**src/hdl/apa_pkg.sv**
```systemverilog
package apa_pkg;

    localparam int unsigned TABLE_DEPTH_DEF = 64;

    localparam int unsigned ADDR_W   = 32;
    localparam int unsigned LEASE_W  = 16;
    localparam int unsigned STATUS_W = 2;
    localparam int unsigned CFG_IDX_W = 2;
    // Output word: address, lease, status, padded to whole bytes.
    localparam int unsigned OUT_DATA_W = 56;

    localparam logic [LEASE_W-1:0] LEASE_OFFER = 16'd3600;
    localparam logic [LEASE_W-1:0] LEASE_NONE  = 16'd0;

    localparam logic [STATUS_W-1:0] STATUS_OK        = 2'd0;
    localparam logic [STATUS_W-1:0] STATUS_EXHAUSTED = 2'd1;
    localparam logic [STATUS_W-1:0] STATUS_TABLE_FULL = 2'd2;

    localparam logic KIND_OFFER = 1'b0;
    localparam logic KIND_ACK   = 1'b1;

    localparam logic [CFG_IDX_W-1:0] CFG_NETWORK = 2'd0;
    localparam logic [CFG_IDX_W-1:0] CFG_MASK    = 2'd1;
    localparam logic [CFG_IDX_W-1:0] CFG_GATEWAY = 2'd2;

    localparam logic [ADDR_W-1:0] NETWORK_RESET = 32'd0;
    localparam logic [ADDR_W-1:0] MASK_RESET    = 32'd255;
    localparam logic [ADDR_W-1:0] GATEWAY_RESET = 32'd0;

    typedef enum logic [2:0] {
        ST_IDLE,
        ST_CHECK,
        ST_SCAN,
        ST_STEP,
        ST_OUT
    } t_state;

    typedef struct packed {
        logic [ADDR_W-1:0] addr;
        logic              wrapped;
    } t_step_res;

endpackage

```
**src/hdl/apa_table.sv**
```systemverilog
module apa_table #(
    parameter int unsigned DEPTH = apa_pkg::TABLE_DEPTH_DEF,
    parameter int unsigned AW    = $clog2(DEPTH)
) (
    input  logic                       i_clk,
    input  logic                       i_we,
    input  logic [AW-1:0]              i_waddr,
    input  logic [apa_pkg::ADDR_W-1:0] i_wdata,
    input  logic                       i_re,
    input  logic [AW-1:0]              i_raddr,
    output logic [apa_pkg::ADDR_W-1:0] o_rdata
);

    logic [apa_pkg::ADDR_W-1:0] r_mem [DEPTH];
    logic [apa_pkg::ADDR_W-1:0] r_rdata;

    always_ff @(posedge i_clk) begin
        if (i_we) begin
            r_mem[i_waddr] <= i_wdata;
        end
    end

    always_ff @(posedge i_clk) begin
        if (i_re) begin
            r_rdata <= r_mem[i_raddr];
        end
    end

    assign o_rdata = r_rdata;

endmodule

```
**src/hdl/apa_step.sv**
```systemverilog
module apa_step (
    input  logic [apa_pkg::ADDR_W-1:0] i_cand,
    input  logic [apa_pkg::ADDR_W-1:0] i_network,
    input  logic [apa_pkg::ADDR_W-1:0] i_mask,
    output apa_pkg::t_step_res         o_res
);

    // Octets go from the lowest up; out-of-range octets fall back to the
    // network octet and the carry moves on to the next one.
    always_comb begin
        logic       carried;
        logic [7:0] h;
        logic [7:0] v;
        logic [7:0] n;
        logic [7:0] nv;
        carried = 1'b0;
        o_res.addr = i_cand;
        for (int oct = 0; oct < 4; oct++) begin
            h  = i_mask[oct*8 +: 8];
            v  = i_cand[oct*8 +: 8];
            n  = i_network[oct*8 +: 8];
            nv = v;
            if (h != 8'd0 && !carried) begin
                if (v < n || (v - n) >= h) begin
                    nv = n;
                end else begin
                    nv = v + 8'd1;
                    carried = 1'b1;
                end
            end
            o_res.addr[oct*8 +: 8] = nv;
        end
        o_res.wrapped = !carried;
    end

endmodule

```
**src/hdl/address_pool_allocator_top.sv**
```systemverilog
// Channel   Direction  Word
// s_axis    in         tdata[31:0] client_address
// m_axis    out        tdata address, lease_seconds, status; tuser kind; tlast last
// cfg       in         index 0 network, 1 host mask, 2 gateway; data 32 bits
//
// A registration is written to the table if it has room, and its result word
// then waits for tready. A request gives three offers. Each candidate is checked
// against the gateway in ST_CHECK and, when the table is not empty, scanned in
// ST_SCAN through the single read port of the reserved table; a rejected candidate
// then goes through ST_STEP, where the shared octet step unit gives the next one.
// Reset is synchronous and active low; the table holds no valid bits.
// Input is not taken while an item is at work or its result word waits.
module address_pool_allocator_top #(
    parameter int unsigned TABLE_DEPTH = apa_pkg::TABLE_DEPTH_DEF
) (
    input  logic                           i_clk,
    input  logic                           i_rst_n,
    input  logic                           i_s_axis_tvalid,
    output logic                           o_s_axis_tready,
    input  logic [apa_pkg::ADDR_W-1:0]     i_s_axis_tdata,   // [31:0] client_address
    output logic                           o_m_axis_tvalid,
    input  logic                           i_m_axis_tready,
    output logic [apa_pkg::OUT_DATA_W-1:0] o_m_axis_tdata,   // [31:0] address,
                                                             // [47:32] lease_seconds,
                                                             // [49:48] status, rest zero
    output logic                           o_m_axis_tuser,   // [0] kind
    output logic                           o_m_axis_tlast,
    input  logic                           i_cfg_valid,
    output logic                           o_cfg_ready,
    input  logic [apa_pkg::CFG_IDX_W-1:0]  i_cfg_index,
    input  logic [apa_pkg::ADDR_W-1:0]     i_cfg_data
);

    localparam int unsigned AW = (TABLE_DEPTH > 1) ? $clog2(TABLE_DEPTH) : 1;
    localparam int unsigned CW = $clog2(TABLE_DEPTH + 1);
    localparam logic [CW-1:0] DEPTH_C = CW'(TABLE_DEPTH);

    apa_pkg::t_state r_state, n_state;
    logic [apa_pkg::ADDR_W-1:0] r_cand, n_cand;
    logic [apa_pkg::ADDR_W-1:0] r_net, n_net;
    logic [apa_pkg::ADDR_W-1:0] r_mask, n_mask;
    logic [apa_pkg::ADDR_W-1:0] r_gw, n_gw;
    logic [CW-1:0] r_count, n_count;
    logic [CW-1:0] r_idx, n_idx;
    logic          r_pend, n_pend;
    logic [1:0]    r_offer, n_offer;
    logic          r_wrap, n_wrap;

    logic                             r_out_valid, n_out_valid;
    logic                             r_out_kind, n_out_kind;
    logic [apa_pkg::ADDR_W-1:0]       r_out_addr, n_out_addr;
    logic [apa_pkg::LEASE_W-1:0]      r_out_lease, n_out_lease;
    logic [apa_pkg::STATUS_W-1:0]     r_out_status, n_out_status;
    logic                             r_out_last, n_out_last;

    logic                       tbl_we;
    logic                       tbl_re;
    logic [apa_pkg::ADDR_W-1:0] tbl_rdata;
    apa_pkg::t_step_res         step;

    apa_table #(
        .DEPTH (TABLE_DEPTH),
        .AW    (AW)
    ) u_table (
        .i_clk   (i_clk),
        .i_we    (tbl_we),
        .i_waddr (r_count[AW-1:0]),
        .i_wdata (i_s_axis_tdata),
        .i_re    (tbl_re),
        .i_raddr (r_idx[AW-1:0]),
        .o_rdata (tbl_rdata)
    );

    apa_step u_step (
        .i_cand    (r_cand),
        .i_network (r_net),
        .i_mask    (r_mask),
        .o_res     (step)
    );

    assign o_s_axis_tready = (r_state == apa_pkg::ST_IDLE) && !r_out_valid;
    assign o_cfg_ready     = 1'b1;
    assign o_m_axis_tvalid = r_out_valid;
    assign o_m_axis_tuser  = r_out_kind;
    assign o_m_axis_tlast  = r_out_last;
    assign o_m_axis_tdata  = {6'd0, r_out_status, r_out_lease, r_out_addr};

    always_ff @(posedge i_clk) begin
        if (!i_rst_n) begin
            r_state     <= apa_pkg::ST_IDLE;
            r_cand      <= apa_pkg::NETWORK_RESET;
            r_net       <= apa_pkg::NETWORK_RESET;
            r_mask      <= apa_pkg::MASK_RESET;
            r_gw        <= apa_pkg::GATEWAY_RESET;
            r_count     <= '0;
            r_idx       <= '0;
            r_pend      <= 1'b0;
            r_offer     <= 2'd0;
            r_wrap      <= 1'b0;
            r_out_valid <= 1'b0;
        end else begin
            r_state     <= n_state;
            r_cand      <= n_cand;
            r_net       <= n_net;
            r_mask      <= n_mask;
            r_gw        <= n_gw;
            r_count     <= n_count;
            r_idx       <= n_idx;
            r_pend      <= n_pend;
            r_offer     <= n_offer;
            r_wrap      <= n_wrap;
            r_out_valid <= n_out_valid;
        end
    end

    always_ff @(posedge i_clk) begin
        r_out_kind   <= n_out_kind;
        r_out_addr   <= n_out_addr;
        r_out_lease  <= n_out_lease;
        r_out_status <= n_out_status;
        r_out_last   <= n_out_last;
    end

    always_comb begin
        n_state      = r_state;
        n_cand       = r_cand;
        n_net        = r_net;
        n_mask       = r_mask;
        n_gw         = r_gw;
        n_count      = r_count;
        n_idx        = r_idx;
        n_pend       = r_pend;
        n_offer      = r_offer;
        n_wrap       = r_wrap;
        n_out_valid  = r_out_valid;
        n_out_kind   = r_out_kind;
        n_out_addr   = r_out_addr;
        n_out_lease  = r_out_lease;
        n_out_status = r_out_status;
        n_out_last   = r_out_last;
        tbl_we       = 1'b0;
        tbl_re       = 1'b0;

        case (r_state)
            apa_pkg::ST_IDLE: begin
                if (i_s_axis_tvalid && o_s_axis_tready) begin
                    if (i_s_axis_tdata != '0) begin
                        n_out_valid = 1'b1;
                        n_out_kind  = apa_pkg::KIND_ACK;
                        n_out_addr  = i_s_axis_tdata;
                        n_out_lease = apa_pkg::LEASE_NONE;
                        n_out_last  = 1'b1;
                        if (r_count < DEPTH_C) begin
                            tbl_we       = 1'b1;
                            n_count      = r_count + CW'(1);
                            n_out_status = apa_pkg::STATUS_OK;
                        end else begin
                            n_out_status = apa_pkg::STATUS_TABLE_FULL;
                        end
                        n_state = apa_pkg::ST_OUT;
                    end else begin
                        n_offer = 2'd0;
                        n_wrap  = 1'b0;
                        n_state = apa_pkg::ST_CHECK;
                    end
                end
            end
            apa_pkg::ST_CHECK: begin
                n_idx  = '0;
                n_pend = 1'b0;
                if (r_cand == r_gw) begin
                    n_state = apa_pkg::ST_STEP;
                end else if (r_count == '0) begin
                    n_out_valid  = 1'b1;
                    n_out_kind   = apa_pkg::KIND_OFFER;
                    n_out_addr   = r_cand;
                    n_out_lease  = apa_pkg::LEASE_OFFER;
                    n_out_status = apa_pkg::STATUS_OK;
                    n_out_last   = (r_offer == 2'd2);
                    n_cand       = step.addr;
                    n_state      = apa_pkg::ST_OUT;
                end else begin
                    n_state = apa_pkg::ST_SCAN;
                end
            end
            apa_pkg::ST_SCAN: begin
                // Reads are issued one entry a cycle; each compare uses the registered read data, flagged by r_pend.
                tbl_re = (r_idx < r_count);
                n_pend = tbl_re;
                n_idx  = r_idx + CW'(tbl_re);
                if (r_pend && tbl_rdata == r_cand) begin
                    n_state = apa_pkg::ST_STEP;
                end else if (!r_pend && !tbl_re) begin
                    n_out_valid  = 1'b1;
                    n_out_kind   = apa_pkg::KIND_OFFER;
                    n_out_addr   = r_cand;
                    n_out_lease  = apa_pkg::LEASE_OFFER;
                    n_out_status = apa_pkg::STATUS_OK;
                    n_out_last   = (r_offer == 2'd2);
                    n_cand       = step.addr;
                    n_state      = apa_pkg::ST_OUT;
                end
            end
            apa_pkg::ST_STEP: begin
                n_cand  = step.addr;
                n_state = apa_pkg::ST_CHECK;
                if (step.wrapped) begin
                    if (r_wrap) begin
                        // Second full wrap in one search: nothing left to offer.
                        n_out_valid  = 1'b1;
                        n_out_kind   = apa_pkg::KIND_OFFER;
                        n_out_addr   = '0;
                        n_out_lease  = apa_pkg::LEASE_NONE;
                        n_out_status = apa_pkg::STATUS_EXHAUSTED;
                        n_out_last   = (r_offer == 2'd2);
                        n_state      = apa_pkg::ST_OUT;
                    end else begin
                        n_wrap = 1'b1;
                    end
                end
            end
            apa_pkg::ST_OUT: begin
                if (i_m_axis_tready) begin
                    n_out_valid = 1'b0;
                    if (r_out_last) begin
                        n_state = apa_pkg::ST_IDLE;
                    end else begin
                        n_offer = r_offer + 2'd1;
                        n_wrap  = 1'b0;
                        n_state = apa_pkg::ST_CHECK;
                    end
                end
            end
            default: begin
                n_state = apa_pkg::ST_IDLE;
            end
        endcase

        if (i_cfg_valid) begin
            case (i_cfg_index)
                apa_pkg::CFG_NETWORK: begin
                    n_net  = i_cfg_data;
                    n_cand = i_cfg_data;
                end
                apa_pkg::CFG_MASK: begin
                    n_mask = i_cfg_data;
                end
                apa_pkg::CFG_GATEWAY: begin
                    n_gw = i_cfg_data;
                end
                default: begin
                end
            endcase
        end
    end

endmodule

```
**config.mk**
```make
export PLATFORM = sky130hd
export DESIGN_NAME = address_pool_allocator_top
export DESIGN_NICKNAME = d
export VERILOG_FILES = /design/src/hdl/apa_pkg.sv /design/src/hdl/apa_table.sv /design/src/hdl/apa_step.sv /design/src/hdl/address_pool_allocator_top.sv
export SDC_FILE = /design/constraint.sdc
export NUM_CORES = 2
export LEC_CHECK = 0
export BUFFER_PORTS_ARGS = -buffer_cell sky130_fd_sc_hd__buf_2
export CAP_MARGIN = 20
export CORE_MARGIN = 4
export CORE_UTILIZATION = 45
export CTS_CLUSTER_DIAMETER = 50
export DETAILED_ROUTE_END_ITERATION = 16
export PLACE_DENSITY = 0.57
export SLEW_MARGIN = 20
export SYNTH_ARGS = -nofsm -noshare
export SYNTH_HDL_FRONTEND = slang
export SYNTH_HIERARCHICAL = 1
export SYNTH_SLANG_ARGS = --single-unit
```
**constraint.sdc**
```tcl
create_clock -name i_clk -period 8.8 [get_ports i_clk]
set_input_delay 0.44 -clock i_clk [delete_from_list [all_inputs] [get_ports i_clk]]
set_output_delay 0.44 -clock i_clk [all_outputs]
set_load 0.01 [all_outputs]
```
==> summary.txt <==
GP Congestion: 0.870
first-pass GRT wire length: 369 mm
initial core utilization: 45.4%
CP cell instances: inv_1 -> ha_1 -> fa_1 -> nor2b_1 -> o31a_1 -> o21ai_0 -> nand2b_1 -> xor2_1 -> ha_1 -> o2111ai_1 -> o31ai_1 -> a211o_1 -> o211ai_1 -> a21oi_1 -> a21boi_0 -> a2111oi_2 -> buf_4
most frequent cell after synthesis: edfxtp_1
worst path required time: 9.33 ns
clock sink count: 2267
initial detailed-routing violation count: 5686
initial antenna violation count: 21
status: finished, final reports clean
Yosys cell types: 84
Yosys reg bits: 2267
most frequent cells after synthesis: edfxtp_1, mux4_2, nand2_1, mux2i_1, a21oi_1
Via density: 6.09
Seq/Total Area, Yosys: 73.2%
Syn Area/Cell: 18.6 um2
H-tree depth: 4
Power Density: 219 nW/um2
Vias: 49200
Slew Limit Fails: 0
chip height: 458 um
largest delay contributor family on the critical path: compound AO/OA/AOI/OAI gates
Mapped Area: 91000 um2
fraction of registers with async set/reset: 0%
Post-DP HPWL: 151 mm
post-route clock period utilization: 55.9%
dpl ws: 3.81 ns
Setup TNS Final: 0 ns
drt wl/cell: 32.4 um
Global Route Usage Sum: 24.7%
Fin. Hold Viols: 0
PortBufs: 112
FF-to-FF setup slack: 3.88 ns
die area: 209000 um2
Rows: 164
Synth area leaders: edfxtp_1, mux4_2, dfxtp_1
startpoint types: register
maxcap violations: 0
DR pass1 iterations: 5
DRC Markers: 0
Critical Path AT: 5.45 ns
Final ANT Viol Nets: 0
Peak VDD IR: 0.000189 V
total CTS buffers: 240
CP Capture Type: register
cell mode on critical path: ha_1
Main synth FF type: edfxtp_1
CP max stage delay: 0.55 ns
Setup WS post-layout: 3.88 ns
most area-hungry cell type in the Yosys netlist: edfxtp_1
Worst-path clk slew: 0.06 ns
Slew headroom: 12.5%
Hold Path Depth: 1
total wire length: 261 mm
Core ar.: 200000 um2
WP buf/inv: 2
Peak Freq: 0.203 GHz
Worst R2R Path Depth: 17
Clock Path Buffers: 3
Post-Route Skew: 0.0506 ns
Tmin final: 4.92 ns
Final Setup Violations: 0
EDFF count, synth: 2117
IO Pins: 132
largest net degree at the start of global routing: 111
worst slew pin tran: 1.30 ns
vias in the first global route: 48700
nets: 5353
layout cells sized above 1: 22.4%
post-synth top area share: 69.9%
Pleak: 0.0318 uW
Power, Total: 22600 uW
clk_lat worst skew: 0.87 ns
Post-CTS Setup Bufs: 0
TritonCTS clock tree: yes
CP Max Fanout: 24
RSZ-0062 raised after global routing: no
Mapped Cells: 4900
synth warn: 6
Clock Root Buffer: clkbuf_16
Die X: 458 um
Stages on worst setup path: 17
Area growth syn-to-layout: 13.4%
grt ovf: 0
crit path kind: reg2reg
Hold Path Class: in2reg
slowest library cell on the worst path: dfxtp_1
[through the flow]
stage | hold WS [ns] | area (um2) | util (%) | instances
3_3_place_gp | 0.445 | 95200 | 47.5 | 7576
4_1_cts | 0.0391 | 103000 | 51.5 | 8060
5_1_grt | 0.0647 | 103000 | 51.5 | 8063
2_1_floorplan | 0.436 | 91000 | - | 4917
6_report | 0.104 | 103000 | 51.5 | 8072
3_5_place_dp | 0.460 | 95200 | 47.5 | 7576
[power by group]
part | switching [uW] | internal [uW] | leakage [uW] | total, uW
registers | 60.0 | 11800 | 0.0203 | 11900
logic | 671 | 291 | 0.00787 | 962
clock network | 4250 | 5440 | 0.00367 | 9690
total | 4980 | 17600 | 0.0318 | 22600
[path summary, 6_finish.rpt]
| kind | startpoint | endpoint |
|---|---|---|
| min | i_s_axis_tdata[9] | u_table/r_mem[0][9]$_DFFE_PP_ |
| min reg2reg | r_gw[21]$_SDFFE_PN0P_ | r_gw[21]$_SDFFE_PN0P_ |
| max | r_cand[0]$_SDFF_PN0_ | r_out_addr[8]$_DFFE_PP_ |
| max reg2reg | r_cand[0]$_SDFF_PN0_ | r_out_addr[8]$_DFFE_PP_ |
[registers in the layout, indices dropped and copies added, names as in the netlist]
register         cells
o_m_axis_tlast       1
o_m_axis_tuser       1
o_m_axis_tvalid      1
r_cand              32
r_count              7
r_gw                32
r_idx                7
r_mask              32
r_net               32
r_offer              2
r_out_addr          32
r_out_lease          1
r_out_status         2
r_pend               1
r_state              3
r_wrap               1
u_table/o_rdata     32
u_table/r_mem     2048
[routing by layer]
layer	up-vias	track usage (%)	share of wire (%)
li1	20500	-	-
met1	26300	34.5	41
met2	2050	39.6	48
met4	6	7.65	3.0
met5	-	0	0.016
met3	350	4.67	7.8
[cells by family after synthesis]
logic type,Yosys count,synth area share (%)
simple gates,697,3.69
compound gates,714,5.34
mux,664,13.4
buf+inv,383,2.29
fa+ha+maj,83,1.17
flops,2267,73.2
xor+xnor,90,0.867
other cells,2,0.00826
[layout by cell type (no fill, tap or decap), types with 25 or more instances in the layout]
master	n
a211oi_1	27
a21oi_1	195
a22o_1	44
a22oi_1	129
a31oi_1	25
and3_1	34
buf_2	112
buf_4	175
clkbuf_1	47
clkbuf_16	241
clkinv_1	56
clkinv_2	34
dfxtp_1	145
dlygate4sd3_1	37
edfxtp_1	2117
ha_1	79
inv_1	91
mux2i_1	214
mux4_2	446
nand2_1	258
nand3_1	72
nand4_1	27
nor2_1	71
nor2_4	65
nor2b_1	26
nor4_1	25
o21ai_0	79
o22ai_1	45
xnor2_1	70
[repair_timing]
item / 4_1_cts / 5_1_grt
setup endpoints to repair: 0 / 0
resized for setup: 0 / 0
hold endpoints to repair: 146 / 0
hold buffers: 37 / 0
[cell type report]
cell class | count | area [um2]
Tap cell | 2656 | 3320
Clock buffer | 291 | 6250
Clock inverter | 156 | 1360
Timing Repair Buffer | 330 | 2360
Sequential cell | 2267 | 66600
Multi-Input combinational cell | 2267 | 22900
Antenna cell | 12 | 30.0
Inverter | 93 | 350
Fill cell | 16000 | 97300
Note: power is estimated with default switching activity, not from simulation.
